**config.mk**
```make
export PLATFORM = sky130hd
export DESIGN_NAME = neighbor_contact_time_tracker_top
export DESIGN_NICKNAME = d
export VERILOG_FILES = /design/src/design/ncta_pkg.sv /design/src/design/neighbor_contact_time_tracker_top.sv /design/src/design/ncta_ram.sv /design/src/design/ncta_div.sv
export VERILOG_INCLUDE_DIRS = /design/src /design/src/design
export SDC_FILE = /design/constraint.sdc
export NUM_CORES = 2
export LEC_CHECK = 0
export BUFFER_PORTS_ARGS = -buffer_cell sky130_fd_sc_hd__buf_2
export CAP_MARGIN = 10
export CORE_UTILIZATION = 60
export CTS_CLUSTER_SIZE = 14
export DETAILED_ROUTE_END_ITERATION = 8
export GPL_TIMING_DRIVEN = 0
export PLACE_DENSITY = 0.79
export SLEW_MARGIN = 20
export SYNTH_ARGS = -nofsm -noshare
export SYNTH_HDL_FRONTEND = slang
export SYNTH_SLANG_ARGS = --single-unit
```
**constraint.sdc**
```tcl
create_clock -name clk -period 10.4 [get_ports clk]
set_input_delay 1.56 -clock clk [delete_from_list [all_inputs] [get_ports clk]]
set_output_delay 1.56 -clock clk [all_outputs]
set_load 0.05 [all_outputs]
```
**src/design/neighbor_contact_time_tracker_top_assert.svh**
```systemverilog
// assertion macros for the neighbor contact-time tracker top level
// expects clk and rst_n in the scope where a macro is used
`ifndef NEIGHBOR_CONTACT_TIME_TRACKER_TOP_ASSERT_SVH
`define NEIGHBOR_CONTACT_TIME_TRACKER_TOP_ASSERT_SVH

// same-cycle implication
`define NCTA_ASSERT_IMPLY(lbl, ant, con) \
  lbl: assert property (@(posedge clk) disable iff (!rst_n) (ant) |-> (con)) \
    else $error("ncta check failed");

// next-cycle implication
`define NCTA_ASSERT_NEXT(lbl, ant, con) \
  lbl: assert property (@(posedge clk) disable iff (!rst_n) (ant) |=> (con)) \
    else $error("ncta check failed");

`endif

```
**src/design/ncta_pkg.sv**
```systemverilog
// shared types and constants of the neighbor contact-time tracker
// no dependencies
`timescale 1ns / 1ps
`default_nettype none

package ncta_pkg;

  localparam int TABLE_SIZE = 32;
  localparam int IDX_W      = $clog2(TABLE_SIZE);
  localparam int CNT_W      = $clog2(TABLE_SIZE + 1);
  localparam int KEY_W      = 16;
  localparam int TIME_W     = 32;
  localparam int LIM_W      = 16;
  localparam int SUM_W      = TIME_W + CNT_W;
  localparam int CFG_IDX_W  = 2;

  localparam logic [LIM_W-1:0] BEACON_LIMIT_RST = 16'd1050;
  localparam logic [LIM_W-1:0] ROUND_LIMIT_RST  = 16'd1100;

  localparam logic [CFG_IDX_W-1:0] CFG_BEACON_LIMIT = 2'd0;
  localparam logic [CFG_IDX_W-1:0] CFG_ROUND_LIMIT  = 2'd1;

  localparam logic OP_BEACON = 1'b0;
  localparam logic OP_ROUND  = 1'b1;

  typedef struct packed {
    logic [KEY_W-1:0]  key;
    logic [TIME_W-1:0] last;
    logic [TIME_W-1:0] contact;
  } entry_t;

  localparam int ENTRY_W = $bits(entry_t);

endpackage

`default_nettype wire

```
**src/design/neighbor_contact_time_tracker_top.sv**
```systemverilog
// Neighbor contact-time tracker. Keys, last-heard times and contact totals
// live in one TABLE_SIZE-entry ram; the used bits are flip-flops cleared at
// reset. One item is in work at a time: every item sweeps the ram read port
// one entry per cycle, doing a beacon's lookup and free-slot search and the
// aging in that single pass. A beacon then writes its entry back in the
// write state, or is marked dropped when it finds neither a hit nor a free
// slot. A round sums nonzero contacts during the sweep and then runs the
// bit-serial divider; a round with no nonzero contact skips the divider.
// The result sits in an output register, so the next item can be taken in
// the cycle after the result is loaded, while it waits.
// depends on ncta_pkg, ncta_ram, ncta_div and the assertion macro header
`timescale 1ns / 1ps
`default_nettype none
`include "neighbor_contact_time_tracker_top_assert.svh"

module neighbor_contact_time_tracker_top (
  input  wire logic                           clk,
  input  wire logic                           rst_n,
  input  wire logic                           in_valid,
  output logic                                in_ready,
  input  wire logic                           in_op,
  input  wire logic [ncta_pkg::KEY_W-1:0]     in_source_id,
  input  wire logic [ncta_pkg::TIME_W-1:0]    in_now_ms,
  output logic                                out_valid,
  input  wire logic                           out_ready,
  output logic [ncta_pkg::TIME_W-1:0]         out_mean_contact_ms,
  output logic                                out_mean_valid,
  output logic                                out_dropped,
  input  wire logic                           cfg_we,
  input  wire logic [ncta_pkg::CFG_IDX_W-1:0] cfg_index,
  input  wire logic [ncta_pkg::LIM_W-1:0]     cfg_wdata
);
  import ncta_pkg::*;

  localparam logic [2:0] ST_IDLE   = 3'd0;
  localparam logic [2:0] ST_SWEEP  = 3'd1;
  localparam logic [2:0] ST_WRITE  = 3'd2;
  localparam logic [2:0] ST_DIV    = 3'd3;
  localparam logic [2:0] ST_RESULT = 3'd4;

  logic [2:0]            state_r, state_nxt;
  logic [LIM_W-1:0]      beacon_lim_r, round_lim_r;
  logic [TABLE_SIZE-1:0] used_r, used_nxt;

  logic                  op_r;
  logic [KEY_W-1:0]      id_r;
  logic [TIME_W-1:0]     now_r;
  logic [LIM_W-1:0]      lim_r;

  logic [CNT_W-1:0]      cnt_r, cnt_nxt;
  logic                  rd_vld_r, rd_vld_nxt;
  logic [IDX_W-1:0]      rd_idx_r;

  logic                  hit_f_r, hit_f_nxt;
  logic [IDX_W-1:0]      hit_idx_r, hit_idx_nxt;
  logic [TIME_W-1:0]     hit_gap_r, hit_gap_nxt;
  logic [TIME_W-1:0]     hit_contact_r, hit_contact_nxt;
  logic                  free_f_r, free_f_nxt;
  logic [IDX_W-1:0]      free_idx_r, free_idx_nxt;

  logic [SUM_W-1:0]      sum_r, sum_nxt;
  logic [CNT_W-1:0]      count_r, count_nxt;

  logic [TIME_W-1:0]     res_mean_r, res_mean_nxt;
  logic                  res_valid_r, res_valid_nxt;
  logic                  res_drop_r, res_drop_nxt;

  logic                  out_valid_r;
  logic [TIME_W-1:0]     out_mean_r;
  logic                  out_mv_r;
  logic                  out_drop_r;

  logic                  ram_we;
  logic [IDX_W-1:0]      ram_waddr;
  entry_t                ram_wentry;
  logic [ENTRY_W-1:0]    ram_rdata;
  entry_t                rd_entry;
  logic                  rd_used;
  logic [TIME_W-1:0]     gap;
  logic                  aged;
  logic [TIME_W:0]       sat_sum;
  logic [TIME_W-1:0]     new_contact;

  logic                  div_start;
  logic                  div_done;
  logic [TIME_W-1:0]     div_quot;

  logic                  in_fire;
  logic                  load_out;

  ncta_ram #(
    .WIDTH(ENTRY_W),
    .DEPTH(TABLE_SIZE)
  ) u_ram (
    .clk  (clk),
    .we   (ram_we),
    .waddr(ram_waddr),
    .wdata(ram_wentry),
    .raddr(cnt_r[IDX_W-1:0]),
    .rdata(ram_rdata)
  );

  ncta_div u_div (
    .clk     (clk),
    .rst_n   (rst_n),
    .start   (div_start),
    .dividend(sum_r),
    .divisor (count_r),
    .done    (div_done),
    .quotient(div_quot)
  );

  assign in_ready = (state_r == ST_IDLE);
  assign in_fire  = in_valid && in_ready;
  assign load_out = (state_r == ST_RESULT) && (!out_valid_r || out_ready);

  // entry coming back from the ram this cycle
  assign rd_entry = entry_t'(ram_rdata);
  assign rd_used  = used_r[rd_idx_r];
  assign gap      = (now_r >= rd_entry.last) ? (now_r - rd_entry.last) : '0;
  assign aged     = gap > {{(TIME_W - LIM_W){1'b0}}, lim_r};

  // saturating contact update for a hit, restarting from zero past the beacon limit
  assign sat_sum  = {1'b0, hit_contact_r} + {1'b0, hit_gap_r};
  always_comb begin
    if (hit_gap_r > {{(TIME_W - LIM_W){1'b0}}, beacon_lim_r}) begin
      new_contact = '0;
    end else if (sat_sum[TIME_W]) begin
      new_contact = '1;
    end else begin
      new_contact = sat_sum[TIME_W-1:0];
    end
  end

  always_comb begin
    state_nxt       = state_r;
    used_nxt        = used_r;
    cnt_nxt         = cnt_r;
    rd_vld_nxt      = 1'b0;
    hit_f_nxt       = hit_f_r;
    hit_idx_nxt     = hit_idx_r;
    hit_gap_nxt     = hit_gap_r;
    hit_contact_nxt = hit_contact_r;
    free_f_nxt      = free_f_r;
    free_idx_nxt    = free_idx_r;
    sum_nxt         = sum_r;
    count_nxt       = count_r;
    res_mean_nxt    = res_mean_r;
    res_valid_nxt   = res_valid_r;
    res_drop_nxt    = res_drop_r;
    ram_we          = 1'b0;
    ram_waddr       = hit_idx_r;
    ram_wentry      = '{key: id_r, last: now_r, contact: new_contact};
    div_start       = 1'b0;

    unique case (state_r)
      ST_IDLE: begin
        if (in_fire) begin
          cnt_nxt       = '0;
          hit_f_nxt     = 1'b0;
          free_f_nxt    = 1'b0;
          sum_nxt       = '0;
          count_nxt     = '0;
          res_mean_nxt  = '0;
          res_valid_nxt = 1'b0;
          res_drop_nxt  = 1'b0;
          state_nxt     = ST_SWEEP;
        end
      end
      ST_SWEEP: begin
        if (cnt_r != CNT_W'(TABLE_SIZE)) begin
          rd_vld_nxt = 1'b1;
          cnt_nxt    = cnt_r + 1'b1;
        end
        if (rd_vld_r) begin
          if (op_r == OP_BEACON) begin
            // lookup and free search see used bits before this item ages them
            if (rd_used) begin
              if (rd_entry.key == id_r && !hit_f_r) begin
                hit_f_nxt       = 1'b1;
                hit_idx_nxt     = rd_idx_r;
                hit_gap_nxt     = gap;
                hit_contact_nxt = rd_entry.contact;
              end else if (aged) begin
                used_nxt[rd_idx_r] = 1'b0;
              end
            end else if (!free_f_r) begin
              free_f_nxt   = 1'b1;
              free_idx_nxt = rd_idx_r;
            end
          end else if (rd_used) begin
            if (aged) begin
              used_nxt[rd_idx_r] = 1'b0;
            end else if (rd_entry.contact != '0) begin
              sum_nxt   = sum_r + {{CNT_W{1'b0}}, rd_entry.contact};
              count_nxt = count_r + 1'b1;
            end
          end
        end else if (cnt_r == CNT_W'(TABLE_SIZE)) begin
          if (op_r == OP_BEACON) begin
            state_nxt = ST_WRITE;
          end else if (count_r != '0) begin
            div_start = 1'b1;
            state_nxt = ST_DIV;
          end else begin
            state_nxt = ST_RESULT;
          end
        end
      end
      ST_WRITE: begin
        // the sweep is over, so this write cannot race a read of the entry
        if (hit_f_r) begin
          ram_we = 1'b1;
        end else if (free_f_r) begin
          ram_we             = 1'b1;
          ram_waddr          = free_idx_r;
          ram_wentry.contact = '0;
          used_nxt[free_idx_r] = 1'b1;
        end else begin
          res_drop_nxt = 1'b1;
        end
        state_nxt = ST_RESULT;
      end
      ST_DIV: begin
        if (div_done) begin
          res_mean_nxt  = div_quot;
          res_valid_nxt = 1'b1;
          state_nxt     = ST_RESULT;
        end
      end
      ST_RESULT: begin
        if (load_out) begin
          state_nxt = ST_IDLE;
        end
      end
      default: begin
        state_nxt = ST_IDLE;
      end
    endcase
  end

  always_ff @(posedge clk) begin
    if (!rst_n) begin
      state_r      <= ST_IDLE;
      used_r       <= '0;
      rd_vld_r     <= 1'b0;
      cnt_r        <= '0;
      hit_f_r      <= 1'b0;
      free_f_r     <= 1'b0;
      out_valid_r  <= 1'b0;
      beacon_lim_r <= BEACON_LIMIT_RST;
      round_lim_r  <= ROUND_LIMIT_RST;
    end else begin
      state_r  <= state_nxt;
      used_r   <= used_nxt;
      rd_vld_r <= rd_vld_nxt;
      cnt_r    <= cnt_nxt;
      hit_f_r  <= hit_f_nxt;
      free_f_r <= free_f_nxt;
      if (load_out) begin
        out_valid_r <= 1'b1;
      end else if (out_ready) begin
        out_valid_r <= 1'b0;
      end
      if (cfg_we) begin
        case (cfg_index)
          CFG_BEACON_LIMIT: beacon_lim_r <= cfg_wdata;
          CFG_ROUND_LIMIT:  round_lim_r  <= cfg_wdata;
          default: ;
        endcase
      end
    end
    rd_idx_r      <= cnt_r[IDX_W-1:0];
    hit_idx_r     <= hit_idx_nxt;
    hit_gap_r     <= hit_gap_nxt;
    hit_contact_r <= hit_contact_nxt;
    free_idx_r    <= free_idx_nxt;
    sum_r         <= sum_nxt;
    count_r       <= count_nxt;
    res_mean_r    <= res_mean_nxt;
    res_valid_r   <= res_valid_nxt;
    res_drop_r    <= res_drop_nxt;
    if (in_fire) begin
      op_r  <= in_op;
      id_r  <= in_source_id;
      now_r <= in_now_ms;
      lim_r <= (in_op == OP_ROUND) ? round_lim_r : beacon_lim_r;
    end
    if (load_out) begin
      out_mean_r <= res_mean_r;
      out_mv_r   <= res_valid_r;
      out_drop_r <= res_drop_r;
    end
  end

  assign out_valid           = out_valid_r;
  assign out_mean_contact_ms = out_mean_r;
  assign out_mean_valid      = out_mv_r;
  assign out_dropped         = out_drop_r;

  `NCTA_ASSERT_NEXT(a_busy_after_accept, in_fire, !in_ready)
  `NCTA_ASSERT_IMPLY(a_div_nonzero, div_start, count_r != '0)
  `NCTA_ASSERT_IMPLY(a_insert_free, ram_we && !hit_f_r, !used_r[free_idx_r])
  `NCTA_ASSERT_IMPLY(a_result_kind, out_valid && out_mean_valid, !out_dropped)

endmodule

`default_nettype wire

```
**src/design/ncta_ram.sv**
```systemverilog
// generic single-write, single-read ram with registered read data
// no dependencies
`timescale 1ns / 1ps
`default_nettype none

module ncta_ram #(
  parameter int WIDTH = 8,
  parameter int DEPTH = 32
) (
  input  wire logic                     clk,
  input  wire logic                     we,
  input  wire logic [$clog2(DEPTH)-1:0] waddr,
  input  wire logic [WIDTH-1:0]         wdata,
  input  wire logic [$clog2(DEPTH)-1:0] raddr,
  output logic      [WIDTH-1:0]         rdata
);

  logic [WIDTH-1:0] mem [DEPTH];

  always_ff @(posedge clk) begin
    if (we) begin
      mem[waddr] <= wdata;
    end
    rdata <= mem[raddr];
  end

endmodule

`default_nettype wire

```
**src/design/ncta_div.sv**
```systemverilog
// restoring divider, one quotient bit per cycle, for the mean contact time
// depends on ncta_pkg
`timescale 1ns / 1ps
`default_nettype none

module ncta_div (
  input  wire logic                       clk,
  input  wire logic                       rst_n,
  input  wire logic                       start,
  input  wire logic [ncta_pkg::SUM_W-1:0] dividend,
  input  wire logic [ncta_pkg::CNT_W-1:0] divisor,
  output logic                            done,
  output logic [ncta_pkg::TIME_W-1:0]     quotient
);
  import ncta_pkg::*;

  localparam int STEP_W = $clog2(SUM_W);

  logic              busy_r, busy_nxt;
  logic              done_r, done_nxt;
  logic [STEP_W-1:0] step_r, step_nxt;
  logic [SUM_W-1:0]  dq_r, dq_nxt;
  logic [CNT_W-1:0]  rem_r, rem_nxt;
  logic [CNT_W-1:0]  div_r, div_nxt;
  logic [CNT_W:0]    shifted;
  logic [CNT_W:0]    diff;
  logic              ge;

  assign shifted = {rem_r, dq_r[SUM_W-1]};
  assign ge      = shifted >= {1'b0, div_r};
  assign diff    = shifted - {1'b0, div_r};

  always_comb begin
    busy_nxt = busy_r;
    done_nxt = 1'b0;
    step_nxt = step_r;
    dq_nxt   = dq_r;
    rem_nxt  = rem_r;
    div_nxt  = div_r;
    if (start) begin
      busy_nxt = 1'b1;
      step_nxt = '0;
      dq_nxt   = dividend;
      rem_nxt  = '0;
      div_nxt  = divisor;
    end else if (busy_r) begin
      dq_nxt   = {dq_r[SUM_W-2:0], ge};
      rem_nxt  = ge ? diff[CNT_W-1:0] : shifted[CNT_W-1:0];
      step_nxt = step_r + 1'b1;
      if (step_r == STEP_W'(SUM_W - 1)) begin
        busy_nxt = 1'b0;
        done_nxt = 1'b1;
      end
    end
  end

  always_ff @(posedge clk) begin
    if (!rst_n) begin
      busy_r <= 1'b0;
      done_r <= 1'b0;
      step_r <= '0;
    end else begin
      busy_r <= busy_nxt;
      done_r <= done_nxt;
      step_r <= step_nxt;
    end
    dq_r  <= dq_nxt;
    rem_r <= rem_nxt;
    div_r <= div_nxt;
  end

  assign done     = done_r;
  assign quotient = dq_r[TIME_W-1:0];

endmodule

`default_nettype wire

```
==> impl_metrics.csv <==
group,metric,value,unit
floorplan,rows,163,
routing,vias,66673,
critical_path,arrival,9690,ps
power_and_ir_drop,ir_drop,0.225,mV
sta,setup_tns,0,ps
final_layout,nets,6757,
sta,setup_viol,0,
clock_network,cts-buffers-inserted,312,
place,port_buffers,106,
clock_network,cts-resized-gates,0,
grt,grt_usage,34.2,%
sta,holdWs,407,ps
routing,routed_wl,345000,um
yosys,synth_fp_nets,6114,
grt,grt_pass1_vias,67495,
clock_network,clock-root-buffer,"clkbuf_16",
yosys,synthArstFlopShare,0,%
yosys,ys_seq_area_share,74.4,%
power_and_ir_drop,power_density,186,nW/um2
clock_network,path_clk_slew,60,ps
yosys,ys_seq_elements,3031,
yosys,synth_top_area_share,71.4,%
power_and_ir_drop,total_leakage_power,0.0412,uW
place,routabilityCongestion,0.895,
critical_path,r2r_start,"now_r[0]",
critical_path,reg2reg_to,"sum_r[21]",
clock_network,cts_tree,"yes",
critical_path,cp_max_fo,33,
critical_path,critPathLaunch,"now_r[0]",
floorplan,core_area,198000,um2
grt,antenna_found_initial,17,
routing,drc_errors,0,
sta,timing.fmax,0.110,GHz
place,hpwl,209000,um
floorplan,pin_count,108,
grt,grt_pass1_wl,485000,um
run_status,status,"completed",
clock_network,cts_max_level,5,
clock_network,post_cts_buffers,0,
yosys,yosys.area.top_type,"edfxtp_1",
routing,wire_per_inst,36.6,um
sta,slew_viol_final,0,
critical_path,crit_path_end_kind,"flop",
routing,routed_via_density,7.08,
yosys,avgSynthCellArea,20.3,um2
sta,fin_crit,9090,ps
sta,relSlewSlack,20.1,%
sta,rsz0062_at_grt,"false",
routing,first_pass_iters,8,
clock_network,holdBufCountCts,0,
critical_path,cp_data_required_time,11010,ps
yosys,ys_top_cells_by_area,"edfxtp_1 71%, mux4_2 15%, dfxtp_1 2.9%",
floorplan,dieArea,202000,um2
floorplan,initial_core_util,60.6,%
job,drv_cap,0,
floorplan,die_y,449,um
yosys,synth_cells,5898,
critical_path,ff2ff_path_depth,27,
clock_network,clockBufferDepth,4,
clock_network,cts.sinks,3031,
final_layout,area_delta_synth_final,15.6,%
critical_path,critPathKind,"reg2reg",
critical_path,rrSetupSlack,1310,ps
yosys,synth_flop_cell,"edfxtp_1",
final_layout,final_layout_size_suffix_gt1_share,27.5,%
grt,grt_max_degree,48,
yosys,synth-edff-count,2855,
yosys,netlist-cell-type-count,91,
sta,finClkSkew,66.0,ps
yosys,ys_warn_count,0,
routing,detail-route-antenna-nets,0,
grt,grt.overflow.total,0,
critical_path,crit_end,"sum_r[21]",
yosys,synth_area,120000,um2
min_path,hold_path.class,"reg2reg",
routing,drt_iter0_markers,10141,
clock_network,insertion_delay,960,ps
final_layout,n_fill_cell,10991,
critical_path,start_kind,"flop",
sta,max_slew.worst_pin.slew,1200,ps
sta,finalCritPeriodShare,87.4,%
floorplan,die_w,449,um
sta,hold_viol,0,
[logic make-up (layout without fill, tap and decap cells)]
| group | Yosys count | in the layout | synth area share [%] |
|---|---|---|---|
| AOI/OAI and AO/OA | 525 | 525 | 2.94 |
| buffers and inverters | 394 | 1262 | 1.27 |
| other | 0 | 13 | 0 |
| adders and majority gates | 144 | 144 | 1.53 |
| xor gates and xnor gates | 106 | 106 | 0.774 |
| muxes | 900 | 900 | 16.0 |
| DFF | 3031 | 3031 | 74.4 |
| and+or+nand+nor | 798 | 798 | 3.11 |
[cells in the final DEF (no fill, tap or decap), types with 82 or more instances in the layout]
cell type	count
mux2_2	82
clkbuf_1	239
inv_1	115
edfxtp_1	2855
clkbuf_16	316
dfxtp_1	176
buf_12	113
nor2_1	181
a21oi_1	129
ha_1	140
mux4_2	808
buf_2	122
nand2_1	283
[area by class of cell]
type,instances,area [um2],area share (%)
buffer,276,1170,0.843
timing repair buffer,329,5060,3.65
sequential,3031,89300,64.4
multi-input combinational,2473,29600,21.4
inverter,118,448,0.323
antenna,13,32.5,0.0235
clock inverter,142,1440,1.04
tap,2640,3300,2.38
clock buffer,397,8320,6.00
[layer usage]
metal	GRT usage [%]	vias up	routed length, um
met2	54.1	5889	164000
met3	10.1	1327	45700
met1	43.1	33881	113000
li1	-	25556	-
met4	17.8	20	21300
met5	0	-	151
[worst max-delay path: stages, from the launching register on]
cell	delay, ps
edfxtp_1	770
inv_1	210
ha_1	190
inv_1	50
fa_1	390
a21oi_1	290
o211ai_2	160
a21boi_1	320
o311ai_1	170
a211oi_1	350
nor3_1	130
nor3_1	340
clkbuf_1	460
buf_1	350
nor2_1	270
ha_1	360
nand4_1	150
nor4_1	650
nand4_1	240
o31a_1	320
or4_4	610
a211oi_2	210
nand4_1	150
nor3_2	280
a21oi_1	380
o21ai_4	470
buf_16	230
buf_8	180
[flip-flops by register name (all words and copies together), names as in the netlist, 6 cells and up]
signal / cells
out_mean_contact_ms: 32
u_div.dq_r: 38
hit_contact_r: 32
u_div.div_r: 6
u_div.step_r: 6
u_ram.mem: 2560
used_r: 32
id_r: 16
cnt_r: 6
res_mean_r: 32
u_div.rem_r: 6
round_lim_r: 16
now_r: 32
beacon_lim_r: 16
sum_r: 38
count_r: 6
u_ram.rdata: 80
lim_r: 16
hit_gap_r: 32
[worst min path at each step]
| stage | endpoint | slack, ps | from | cells after the start |
|---|---|---|---|---|
| final | rd_idx_r[4] | 410 | cnt_r[4] | 0 |
| after global routing | rd_idx_r[4] | 400 | cnt_r[4] | 0 |
| after CTS | rd_idx_r[4] | 380 | cnt_r[4] | 0 |
| after detailed placement | rd_idx_r[4] | 370 | cnt_r[4] | 0 |
| after global placement | rd_idx_r[4] | 370 | cnt_r[4] | 0 |
| after floorplan | rd_idx_r[4] | 350 | cnt_r[4] | 0 |
[report_power, final]
| group | switching, uW | internal [uW] |
|---|---|---|
| Clock | 4660 | 6340 |
| Combinational | 771 | 508 |
| Sequential | 138 | 13400 |
| Total | 5570 | 20200 |
[metrics by stage]
step / cells / cell area, um2 / util (%) / total power [uW] / worst slack [ps]
6_report: 9419 / 139000 / 70.0 / 25800 / 1310
4_1_cts: 9398 / 138000 / 69.9 / 25800 / 1550
2_1_floorplan: 5898 / 120000 / - / 14500 / 1320
3_5_place_dp: 8859 / 129000 / 65.0 / 15000 / 1760
3_3_place_gp: 8644 / 124000 / 62.5 / 14900 / -1930
5_1_grt: 9406 / 139000 / 70.0 / 26300 / 959
[cell usage after synthesis (5+ instances only)]
| master | count |
|---|---|
| nor2_1 | 213 |
| nand3_1 | 39 |
| buf_1 | 40 |
| and3_1 | 53 |
| nand2b_1 | 22 |
| a31oi_1 | 13 |
| nand2_1 | 285 |
| clkbuf_1 | 222 |
| inv_1 | 116 |
| mux2i_1 | 10 |
| o211ai_1 | 15 |
| mux4_2 | 808 |
| o22ai_1 | 5 |
| nand4_1 | 41 |
| a21o_1 | 58 |
| and2_1 | 16 |
| a21boi_0 | 30 |
| dfxtp_1 | 176 |
| or3_1 | 8 |
| ha_1 | 140 |
| nor4_1 | 19 |
| edfxtp_1 | 2855 |
| xnor2_1 | 43 |
| nor2b_1 | 18 |
| a211oi_1 | 28 |
| o2111ai_1 | 6 |
| o21ai_0 | 80 |
| xor2_1 | 63 |
| o21a_1 | 16 |
| mux2_2 | 82 |
| a22oi_1 | 10 |
| a21oi_2 | 33 |
| o21bai_1 | 9 |
| nor3_1 | 48 |
| and4_1 | 5 |
| a21oi_1 | 162 |
| nand3b_1 | 7 |
| buf_2 | 10 |
| or2_2 | 5 |
Note: power is estimated with default switching activity, not from simulation.
